## src/hw/rtl/pcfc_pkg.sv

```systemverilog
// palette color format converter: shared types, codes and constants
// no dependencies; imported by every module of the converter
`timescale 1ns / 1ps
`default_nettype none

package pcfc_pkg;

    localparam int COLOR_W  = 32;
    localparam int HALF_W   = 16;
    localparam int CH_W     = 8;
    localparam int NUM_CH   = 4;
    localparam int QUOT_W   = 4;
    localparam int FIELD5_W = 5;

    // byte lanes of the 32-bit abgr word
    localparam int CH_R = 0;
    localparam int CH_G = 1;
    localparam int CH_B = 2;
    localparam int CH_A = 3;

    // floor(x / 17) for 8-bit x equals (x * 241) >> 12
    localparam logic [CH_W-1:0] RECIP17     = 8'd241;
    localparam int              RECIP_SHIFT = 12;
    localparam int              PROD_W      = 2 * CH_W;

    localparam logic OP_WIDEN = 1'b0;
    localparam logic OP_PACK  = 1'b1;

    localparam logic [1:0] MODE_RESET = 2'd0;

    typedef enum logic [1:0] {
        MODE_ARGB4444    = 2'd0,
        MODE_BGR555_SWAP = 2'd1,
        MODE_RGB555      = 2'd2
    } color_mode_t;

    typedef struct packed {
        logic        op;
        color_mode_t mode;
    } pcfc_ctl_t;

    typedef logic [NUM_CH-1:0][QUOT_W-1:0] pcfc_quot_t;

    function automatic logic [QUOT_W-1:0] div17(input logic [CH_W-1:0] x);
        logic [PROD_W-1:0] p;
        p = PROD_W'(x) * PROD_W'(RECIP17);
        return p[RECIP_SHIFT +: QUOT_W];
    endfunction

endpackage

`default_nettype wire

```

## src/hw/rtl/pcfc_recip_stage.sv

```systemverilog
// second pipeline stage: per-byte divide by 17 through reciprocal multiply
// depends on pcfc_pkg
`timescale 1ns / 1ps
`default_nettype none

module pcfc_recip_stage (
    input  wire                       aclk,
    input  wire                       aresetn,
    input  wire                       in_valid,
    output logic                      in_ready,
    input  pcfc_pkg::pcfc_ctl_t       in_ctl,
    input  wire [pcfc_pkg::COLOR_W-1:0] in_color,
    output logic                      out_valid,
    input  wire                       out_ready,
    output pcfc_pkg::pcfc_ctl_t       out_ctl,
    output logic [pcfc_pkg::COLOR_W-1:0] out_color,
    output pcfc_pkg::pcfc_quot_t      out_quot
);
    import pcfc_pkg::*;

    logic       valid_reg;
    pcfc_ctl_t  ctl_reg;
    logic [COLOR_W-1:0] color_reg;
    pcfc_quot_t quot_reg;
    pcfc_quot_t quot_next;

    always_comb begin
        for (int i = 0; i < NUM_CH; i++) begin
            quot_next[i] = div17(in_color[i*CH_W +: CH_W]);
        end
    end

    assign in_ready = !valid_reg || out_ready;

    always_ff @(posedge aclk) begin
        if (!aresetn) begin
            valid_reg <= 1'b0;
        end else if (in_ready) begin
            valid_reg <= in_valid;
        end
    end

    always_ff @(posedge aclk) begin
        if (in_ready && in_valid) begin
            ctl_reg   <= in_ctl;
            color_reg <= in_color;
            quot_reg  <= quot_next;
        end
    end

    assign out_valid = valid_reg;
    assign out_ctl   = ctl_reg;
    assign out_color = color_reg;
    assign out_quot  = quot_reg;

endmodule

`default_nettype wire

```

## src/hw/rtl/pcfc_assemble_stage.sv

```systemverilog
// last pipeline stage: field expansion, packing and byte swap into the output register
// depends on pcfc_pkg
`timescale 1ns / 1ps
`default_nettype none

module pcfc_assemble_stage (
    input  wire                       aclk,
    input  wire                       aresetn,
    input  wire                       in_valid,
    output logic                      in_ready,
    input  pcfc_pkg::pcfc_ctl_t       in_ctl,
    input  wire [pcfc_pkg::COLOR_W-1:0] in_color,
    input  pcfc_pkg::pcfc_quot_t      in_quot,
    output logic                      out_valid,
    input  wire                       out_ready,
    output logic [pcfc_pkg::COLOR_W-1:0] out_color
);
    import pcfc_pkg::*;

    logic               valid_reg;
    logic [COLOR_W-1:0] color_reg;
    logic [COLOR_W-1:0] color_next;

    logic [HALF_W-1:0]   w_raw;
    logic [HALF_W-1:0]   w_swap;
    logic [HALF_W-1:0]   w555;
    logic [FIELD5_W-1:0] f_hi, f_mid, f_lo;
    logic [CH_W-1:0]     e_hi, e_mid, e_lo;
    logic [FIELD5_W-1:0] p_r, p_g, p_b;
    logic [HALF_W-1:0]   pk_bgr, pk_rgb;

    always_comb begin
        w_raw  = in_color[HALF_W-1:0];
        w_swap = {w_raw[CH_W-1:0], w_raw[HALF_W-1:CH_W]};
        w555   = (in_ctl.mode == MODE_BGR555_SWAP) ? w_swap : w_raw;
        f_hi   = w555[14:10];
        f_mid  = w555[9:5];
        f_lo   = w555[4:0];
        // 5 to 8 bits: x*8 + x/4
        e_hi   = {f_hi, f_hi[4:2]};
        e_mid  = {f_mid, f_mid[4:2]};
        e_lo   = {f_lo, f_lo[4:2]};

        p_r    = in_color[CH_R*CH_W + 3 +: FIELD5_W];
        p_g    = in_color[CH_G*CH_W + 3 +: FIELD5_W];
        p_b    = in_color[CH_B*CH_W + 3 +: FIELD5_W];
        pk_rgb = {1'b0, p_r, p_g, p_b};
        pk_bgr = {1'b0, p_b, p_g, p_r};

        color_next = '0;
        if (in_ctl.op == OP_WIDEN) begin
            unique case (in_ctl.mode)
                MODE_ARGB4444: begin
                    color_next = {w_raw[15:12], w_raw[15:12], w_raw[3:0], w_raw[3:0],
                                  w_raw[7:4], w_raw[7:4], w_raw[11:8], w_raw[11:8]};
                end
                MODE_BGR555_SWAP: begin
                    color_next = {8'hFF, e_hi, e_mid, e_lo};
                end
                MODE_RGB555: begin
                    color_next = {8'hFF, e_lo, e_mid, e_hi};
                end
                default: begin
                    color_next = '0;
                end
            endcase
        end else begin
            unique case (in_ctl.mode)
                MODE_ARGB4444: begin
                    color_next = {{HALF_W{1'b0}}, in_quot[CH_A], in_quot[CH_R],
                                  in_quot[CH_G], in_quot[CH_B]};
                end
                MODE_BGR555_SWAP: begin
                    color_next = {{HALF_W{1'b0}}, pk_bgr[CH_W-1:0], pk_bgr[HALF_W-1:CH_W]};
                end
                MODE_RGB555: begin
                    color_next = {{HALF_W{1'b0}}, pk_rgb};
                end
                default: begin
                    color_next = '0;
                end
            endcase
        end
    end

    assign in_ready = !valid_reg || out_ready;

    always_ff @(posedge aclk) begin
        if (!aresetn) begin
            valid_reg <= 1'b0;
        end else if (in_ready) begin
            valid_reg <= in_valid;
        end
    end

    always_ff @(posedge aclk) begin
        if (in_ready && in_valid) begin
            color_reg <= color_next;
        end
    end

    assign out_valid = valid_reg;
    assign out_color = color_reg;

endmodule

`default_nettype wire

```

## src/hw/rtl/palette_color_format_converter.sv

```systemverilog
// an accepted input word passes the input, divide and output registers in turn before m_valid rises
// throughput: one word per cycle; each stage holds its word while the next one is full
// a bubble anywhere in the pipe is filled even while m_ready is low
// reset (aresetn low, synchronous) empties all stages and sets color_mode to 0
// depends on pcfc_pkg, pcfc_recip_stage, pcfc_assemble_stage
`timescale 1ns / 1ps
`default_nettype none

module palette_color_format_converter (
    input  wire                         aclk,
    input  wire                         aresetn,
    input  wire                         cfg_wr_en,
    input  wire [1:0]                   cfg_wr_data,
    input  wire                         s_valid,
    output logic                        s_ready,
    input  wire                         s_operation,
    input  wire [pcfc_pkg::COLOR_W-1:0] s_color_in,
    output logic                        m_valid,
    input  wire                         m_ready,
    output logic [pcfc_pkg::COLOR_W-1:0] m_color_out
);
    import pcfc_pkg::*;

    color_mode_t        mode_reg;
    logic               s1_valid_reg;
    pcfc_ctl_t          s1_ctl_reg;
    logic [COLOR_W-1:0] s1_color_reg;
    logic               s1_ready;

    logic               s2_valid;
    logic               s2_ready;
    pcfc_ctl_t          s2_ctl;
    logic [COLOR_W-1:0] s2_color;
    pcfc_quot_t         s2_quot;

    // mode 3 is not a format, the write is dropped
    always_ff @(posedge aclk) begin
        if (!aresetn) begin
            mode_reg <= color_mode_t'(MODE_RESET);
        end else if (cfg_wr_en && (cfg_wr_data <= MODE_RGB555)) begin
            mode_reg <= color_mode_t'(cfg_wr_data);
        end
    end

    assign s_ready = !s1_valid_reg || s1_ready;

    always_ff @(posedge aclk) begin
        if (!aresetn) begin
            s1_valid_reg <= 1'b0;
        end else if (s_ready) begin
            s1_valid_reg <= s_valid;
        end
    end

    always_ff @(posedge aclk) begin
        if (s_ready && s_valid) begin
            s1_ctl_reg.op   <= s_operation;
            s1_ctl_reg.mode <= mode_reg;
            s1_color_reg    <= s_color_in;
        end
    end

    pcfc_recip_stage u_recip (
        .aclk      (aclk),
        .aresetn   (aresetn),
        .in_valid  (s1_valid_reg),
        .in_ready  (s1_ready),
        .in_ctl    (s1_ctl_reg),
        .in_color  (s1_color_reg),
        .out_valid (s2_valid),
        .out_ready (s2_ready),
        .out_ctl   (s2_ctl),
        .out_color (s2_color),
        .out_quot  (s2_quot)
    );

    pcfc_assemble_stage u_assemble (
        .aclk      (aclk),
        .aresetn   (aresetn),
        .in_valid  (s2_valid),
        .in_ready  (s2_ready),
        .in_ctl    (s2_ctl),
        .in_color  (s2_color),
        .in_quot   (s2_quot),
        .out_valid (m_valid),
        .out_ready (m_ready),
        .out_color (m_color_out)
    );

    // an empty output stage means the whole pipe can move
    assert property (@(posedge aclk) disable iff (!aresetn)
        !m_valid |-> s_ready)
        else $error("input stalled with an empty output stage");

    assert property (@(posedge aclk) disable iff (!aresetn)
        s_valid && s_ready |=> s1_valid_reg)
        else $error("accepted word missing from the input stage");

    // a stalled input stage keeps its word
    assert property (@(posedge aclk) disable iff (!aresetn)
        s1_valid_reg && !s1_ready |=> s1_valid_reg && $stable(s1_color_reg)
            && $stable(s1_ctl_reg))
        else $error("input stage word lost during stall");

endmodule

`default_nettype wire
```

## config.mk

```make
export PLATFORM = sky130hd
export DESIGN_NAME = palette_color_format_converter
export DESIGN_NICKNAME = d
export VERILOG_FILES = /design/src/hw/rtl/pcfc_pkg.sv /design/src/hw/rtl/pcfc_recip_stage.sv /design/src/hw/rtl/pcfc_assemble_stage.sv /design/src/hw/rtl/palette_color_format_converter.sv
export SDC_FILE = /design/constraint.sdc
export NUM_CORES = 1
export LEC_CHECK = 0
export BUFFER_PORTS_ARGS = -buffer_cell sky130_fd_sc_hd__buf_4
export CORE_AREA = 3 3 136 138
export DETAILED_ROUTE_END_ITERATION = 7
export DIE_AREA = 0 0 139 141
export SLEW_MARGIN = 5
export SYNTH_ARGS = -nofsm -noshare
export SYNTH_HDL_FRONTEND = slang
export SYNTH_SLANG_ARGS = --single-unit
```

## constraint.sdc

```tcl
create_clock -name aclk -period 4.8 [get_ports aclk]
set_clock_uncertainty 0.05 [all_clocks]
set_input_delay 0.96 -clock aclk [delete_from_list [all_inputs] [get_ports aclk]]
set_output_delay 0.96 -clock aclk [all_outputs]
set_load 0.05 [all_outputs]
```

* After elaboration in Yosys (flattened, before gate mapping)
Cells that the tools add are included.
** Word-level totals
- Flip-flop bits (word level) :: 115
- Input port bits :: 40
- Output and inout port bits :: 34
- Logic and storage cells :: 37
** Operators by class
- Equality and inequality tests :: 2
- Multiply operators :: 4
- $lt $le $gt $ge :: 1
- Reductions and logical operators :: 11
- Mux-type cells :: 4
** Operators with widths (count)
- one-hot mux 32 bit (3 select lines) :: 1
- multiplier 8 x 8 -> 16 bit (second input constant) :: 4
- one-hot mux 16 bit (3 select lines) :: 1
- two-way mux 32 bit :: 1
- two-way mux 15 bit :: 1
- logical AND 1 bit :: 4
- logical NOT 1 bit :: 3
- logical OR 1 bit :: 3
- equality test 2 x 1 -> 1 bit (second input constant) :: 1
- equality test 2 bit (second input constant) :: 1
- less-or-equal comparator 2 bit (second input constant) :: 1
- logical NOT 2 bit :: 1

* Longest topological paths before layout
- Depth in word-level cells :: 5
- Gate-level depth with buffers :: 12
- Depth with buffers taken out :: 12

* By module
From an unflattened synthesis, not the netlist that was laid out.
** Second synthesis, totals
- Cells, all modules :: 636
- Area total of the unflattened synthesis :: 8353.0 um^2
** Modules (own cells, without submodules)
- pcfc_recip_stage :: sequential area each 1551.5 um^2, cells an instance 420, instances 1, area an instance 5243.8 um^2
- pcfc_assemble_stage :: sequential area each 860.8 um^2, cells an instance 169, instances 1, area an instance 1928.1 um^2
- palette_color_format_converter :: sequential area each 1111.1 um^2, cells an instance 47, instances 1, area an instance 1181.1 um^2

* Worst setup path before layout
No wires, ideal clock.
- Path kind :: input to register
- Start point :: in m_ready
- End point :: reg u_recip.color_reg[0] (netlist: u_recip.out_color[0]), enable pin
- Arrival time :: 3998 ps
- Buffers on the path :: 0
- Slack :: 253 ps
- Setup time :: 499 ps
- Cell stages on the path :: 2
- Data required time :: 4251 ps
- Cell sequence :: nor2b_1 > a21boi_0
** Between the ends
- Longest elaborated chain between the ends :: 3
** RTL lines
- from (decl) :: RTL line palette_color_format_converter.sv:19 : input wire m_ready,
- logical OR 1 bit :: RTL line pcfc_assemble_stage.sv:86 : assign in_ready = !valid_reg || out_ready;
- logical OR 1 bit :: RTL line pcfc_recip_stage.sv:33 : assign in_ready = !valid_reg || out_ready;
- logical AND 1 bit :: RTL line pcfc_recip_stage.sv:44 : if (in_ready && in_valid) begin
- to (signal assigned) :: RTL line pcfc_recip_stage.sv:46 : color_reg <= in_color;
- to (decl) :: RTL line pcfc_recip_stage.sv:23 : logic [COLOR_W-1:0] color_reg;
No other way between the ends.
A chain may end at the register's enable or synchronous reset.

==> run summary <==
Outcome - complete, no violations
Inserted Clock Buffers - 9
Setup total negative slack - 0 ns
Syn_area_per_cell - 12.4 um2
Vias/cell - 5.23
Site Rows - 48
PnR Total Power - 3640 uW
Final GP Congestion - 0.855
Synth-to-Final Area Change - 13.8%
CP Data Arrival Time - 4.00 ns
Vias in the first global route - 5069
Crit path required time - 4.86 ns
CTS tree - built
Chip width - 139 um
H-tree depth - 3
Die H - 141 um
Clk slew on worst S/H paths - 0.07 ns
Sink Count - 108
Pwr Density - 408 nW/um2
GR Overflow Total - 0
Slew Limit Fails - 0
Nets@finish - 921
Synth unique cells - 43
Most used flip-flop cell after synthesis - edfxtp_1
Final Hold Viols - 0
Antenna violations before repair - 0
Reg2reg start - s1_color_reg[29]
Async SR Flop Fraction - 0%
Setup violators final - 0
Placed cell count - 911
Max rail drop VDD - 0.207 mV
GRT Total Usage - 16.0%
Mapped cell area - 7840 um2
Cts-stage hold buffer count - 0
Most common cell after layout, fill and taps aside - ha_1
Post-CTS Repair Setup Buffers - 0
Period utilisation layout - 82.1%
CP startpoint - s1_color_reg[29]
Core area - 17300 um2
Fraction of layout cells with a size suffix above 1 - 15.4%
Non-Filler Instances - 927
PortBufs - 73
First-pass GRT wire length - 25.2 mm
Crit path kind - reg2reg
Post-route ant nets - 0
Critical Path Sink - u_recip.out_quot[15]
LEAKAGE - 0.00403 uW
Max reg flops - 32
Maximum operating frequency - 254 MHz
Final WL - 14.9 mm
Die area - 19600 um2
RSZ-0062 raised after global routing - no
CP max FO - 4
Worst min-delay path class - reg2reg
Clock Tree Buf Depth - 2
Number of antenna diodes - 0
Number of flops mapped to enable cells by yosys - 103
Initial Utilization - 45.3%
CTS Root Cell - clkbuf_16
Period minus WS final - 3.94 ns
Register-to-Register Path Depth - 12
Wire per inst - 16.1 um
DP HPWL - 11.6 mm
Worst slew pin tran - 1.17 ns
I/O pin cnt - 74
Worst setup SP type - flip-flop
Total vias in the final route - 4847
Internal reg-to-reg setup slack - 0.86 ns
Number of max-cap violations - 0
Synth warn - 0
Instance count of the mapped netlist - 631
Cts repair resizes - 0
Post-synthesis sequential area ratio - 40.7%
Most frequent cells in the layout - 128 x ha_1, 103 x edfxtp_1, 100 x inv_1
Clk Latency, worst-skew pair - 0.35 ns
Largest net degree at the start of global routing - 45
Register bit count reported by yosys - 108
Worst reg2reg path endpoint - u_recip.out_quot[15]
Syn Nets - 855
Initial DRC count - 400
Iteration count of the initial detailed-routing pass - 7
Critical path endpoint category - flip-flop
DRC - 0
Slew Limit Headroom - 21.8%
## per-layer routing
metal	wire length (um)	track usage [%]	part of all wire (%)	up-vias
met2	7260	26.1	49	122
met1	6710	22.2	45	2338
li1	-	-	-	2371
met5	0	0	0	-
met4	238	4.58	1.6	0
met3	696	2.48	4.7	16
## worst min-delay path by stage
| stage | to | start | cells after the start |
|---|---|---|---|
| floorplan | u_recip.out_ctl[0] | s1_ctl_reg[0] | 0 |
| global placement | u_recip.out_ctl[0] | s1_ctl_reg[0] | 0 |
| detailed placement | u_recip.out_ctl[0] | s1_ctl_reg[0] | 0 |
| CTS | u_recip.out_ctl[0] | s1_ctl_reg[0] | 0 |
| global route | u_recip.out_ctl[0] | s1_ctl_reg[0] | 0 |
| finish | u_recip.out_ctl[0] | s1_ctl_reg[0] | 0 |
## layout make-up
| type | instances | area [um2] |
|---|---|---|
| sequential | 108 | 3190 |
| clock inverter | 5 | 40.0 |
| fill | 1578 | 8380 |
| clock buffer | 11 | 264 |
| inverter | 100 | 375 |
| multi-input combinational | 401 | 4190 |
| tap | 225 | 282 |
| timing repair buffer | 77 | 578 |
## stage by stage
step                      hold WS (ns)  instance area [um2]  utilization, %  setup WS (ns)
after floorplan                  0.350                 7840               -          0.253
after global placement           0.363                 8610            49.8          0.931
after detailed placement         0.360                 8610            49.8          0.900
after CTS                        0.380                 8920            51.6          0.843
after global routing             0.405                 8920            51.6          0.586
final                            0.376                 8920            51.6          0.857
## kinds of logic after synthesis
logic type / after synthesis / share of synthesized area (%)
mux: 2 / 0.287
fa+ha+maj: 184 / 34.7
xor+xnor: 22 / 2.46
simple gates: 52 / 3.16
flops: 108 / 40.7
compound gates: 141 / 12.4
buf+inv: 122 / 6.21
## power breakdown
part           switching [uW]  internal [uW]  total [uW]  leakage, uW
clock                     343            402         744     0.000140
sequential               67.8           1200        1260      0.00102
combinational             893            742        1630      0.00287
## cells in the mapped netlist (3+ instances only)
cell	count	area, um2
and4_1	3	26.3
and3_1	3	18.8
o21ai_0	7	35.0
a221oi_2	3	45.0
xor2_1	6	52.6
inv_1	100	375
fa_1	56	1120
nor2_1	16	60.1
edfxtp_1	103	3090
clkbuf_1	9	33.8
o21bai_1	5	37.5
nand2_1	17	63.8
xnor2_1	16	140
nand4_1	4	25.0
a21o_1	10	75.1
a21oi_1	52	260
buf_4	5	37.5
a31oi_1	3	18.8
a311oi_1	4	35.0
buf_2	8	40.0
nor2b_1	6	37.5
ha_1	128	1600
a21boi_0	10	75.1
a22oi_1	18	135
dfxtp_1	5	100
a221oi_1	10	87.6
## critical path, cell delays in order (launching register included)
cell	delay [ns]
edfxtp_1	0.45
inv_1	0.23
fa_1	0.48
fa_1	0.51
inv_1	0.04
ha_1	0.28
ha_1	0.30
ha_1	0.35
a211oi_1	0.30
o21ai_0	0.15
a41oi_1	0.27
o21bai_1	0.13
xnor2_1	0.13
Note: power is estimated with default switching activity, not from simulation.
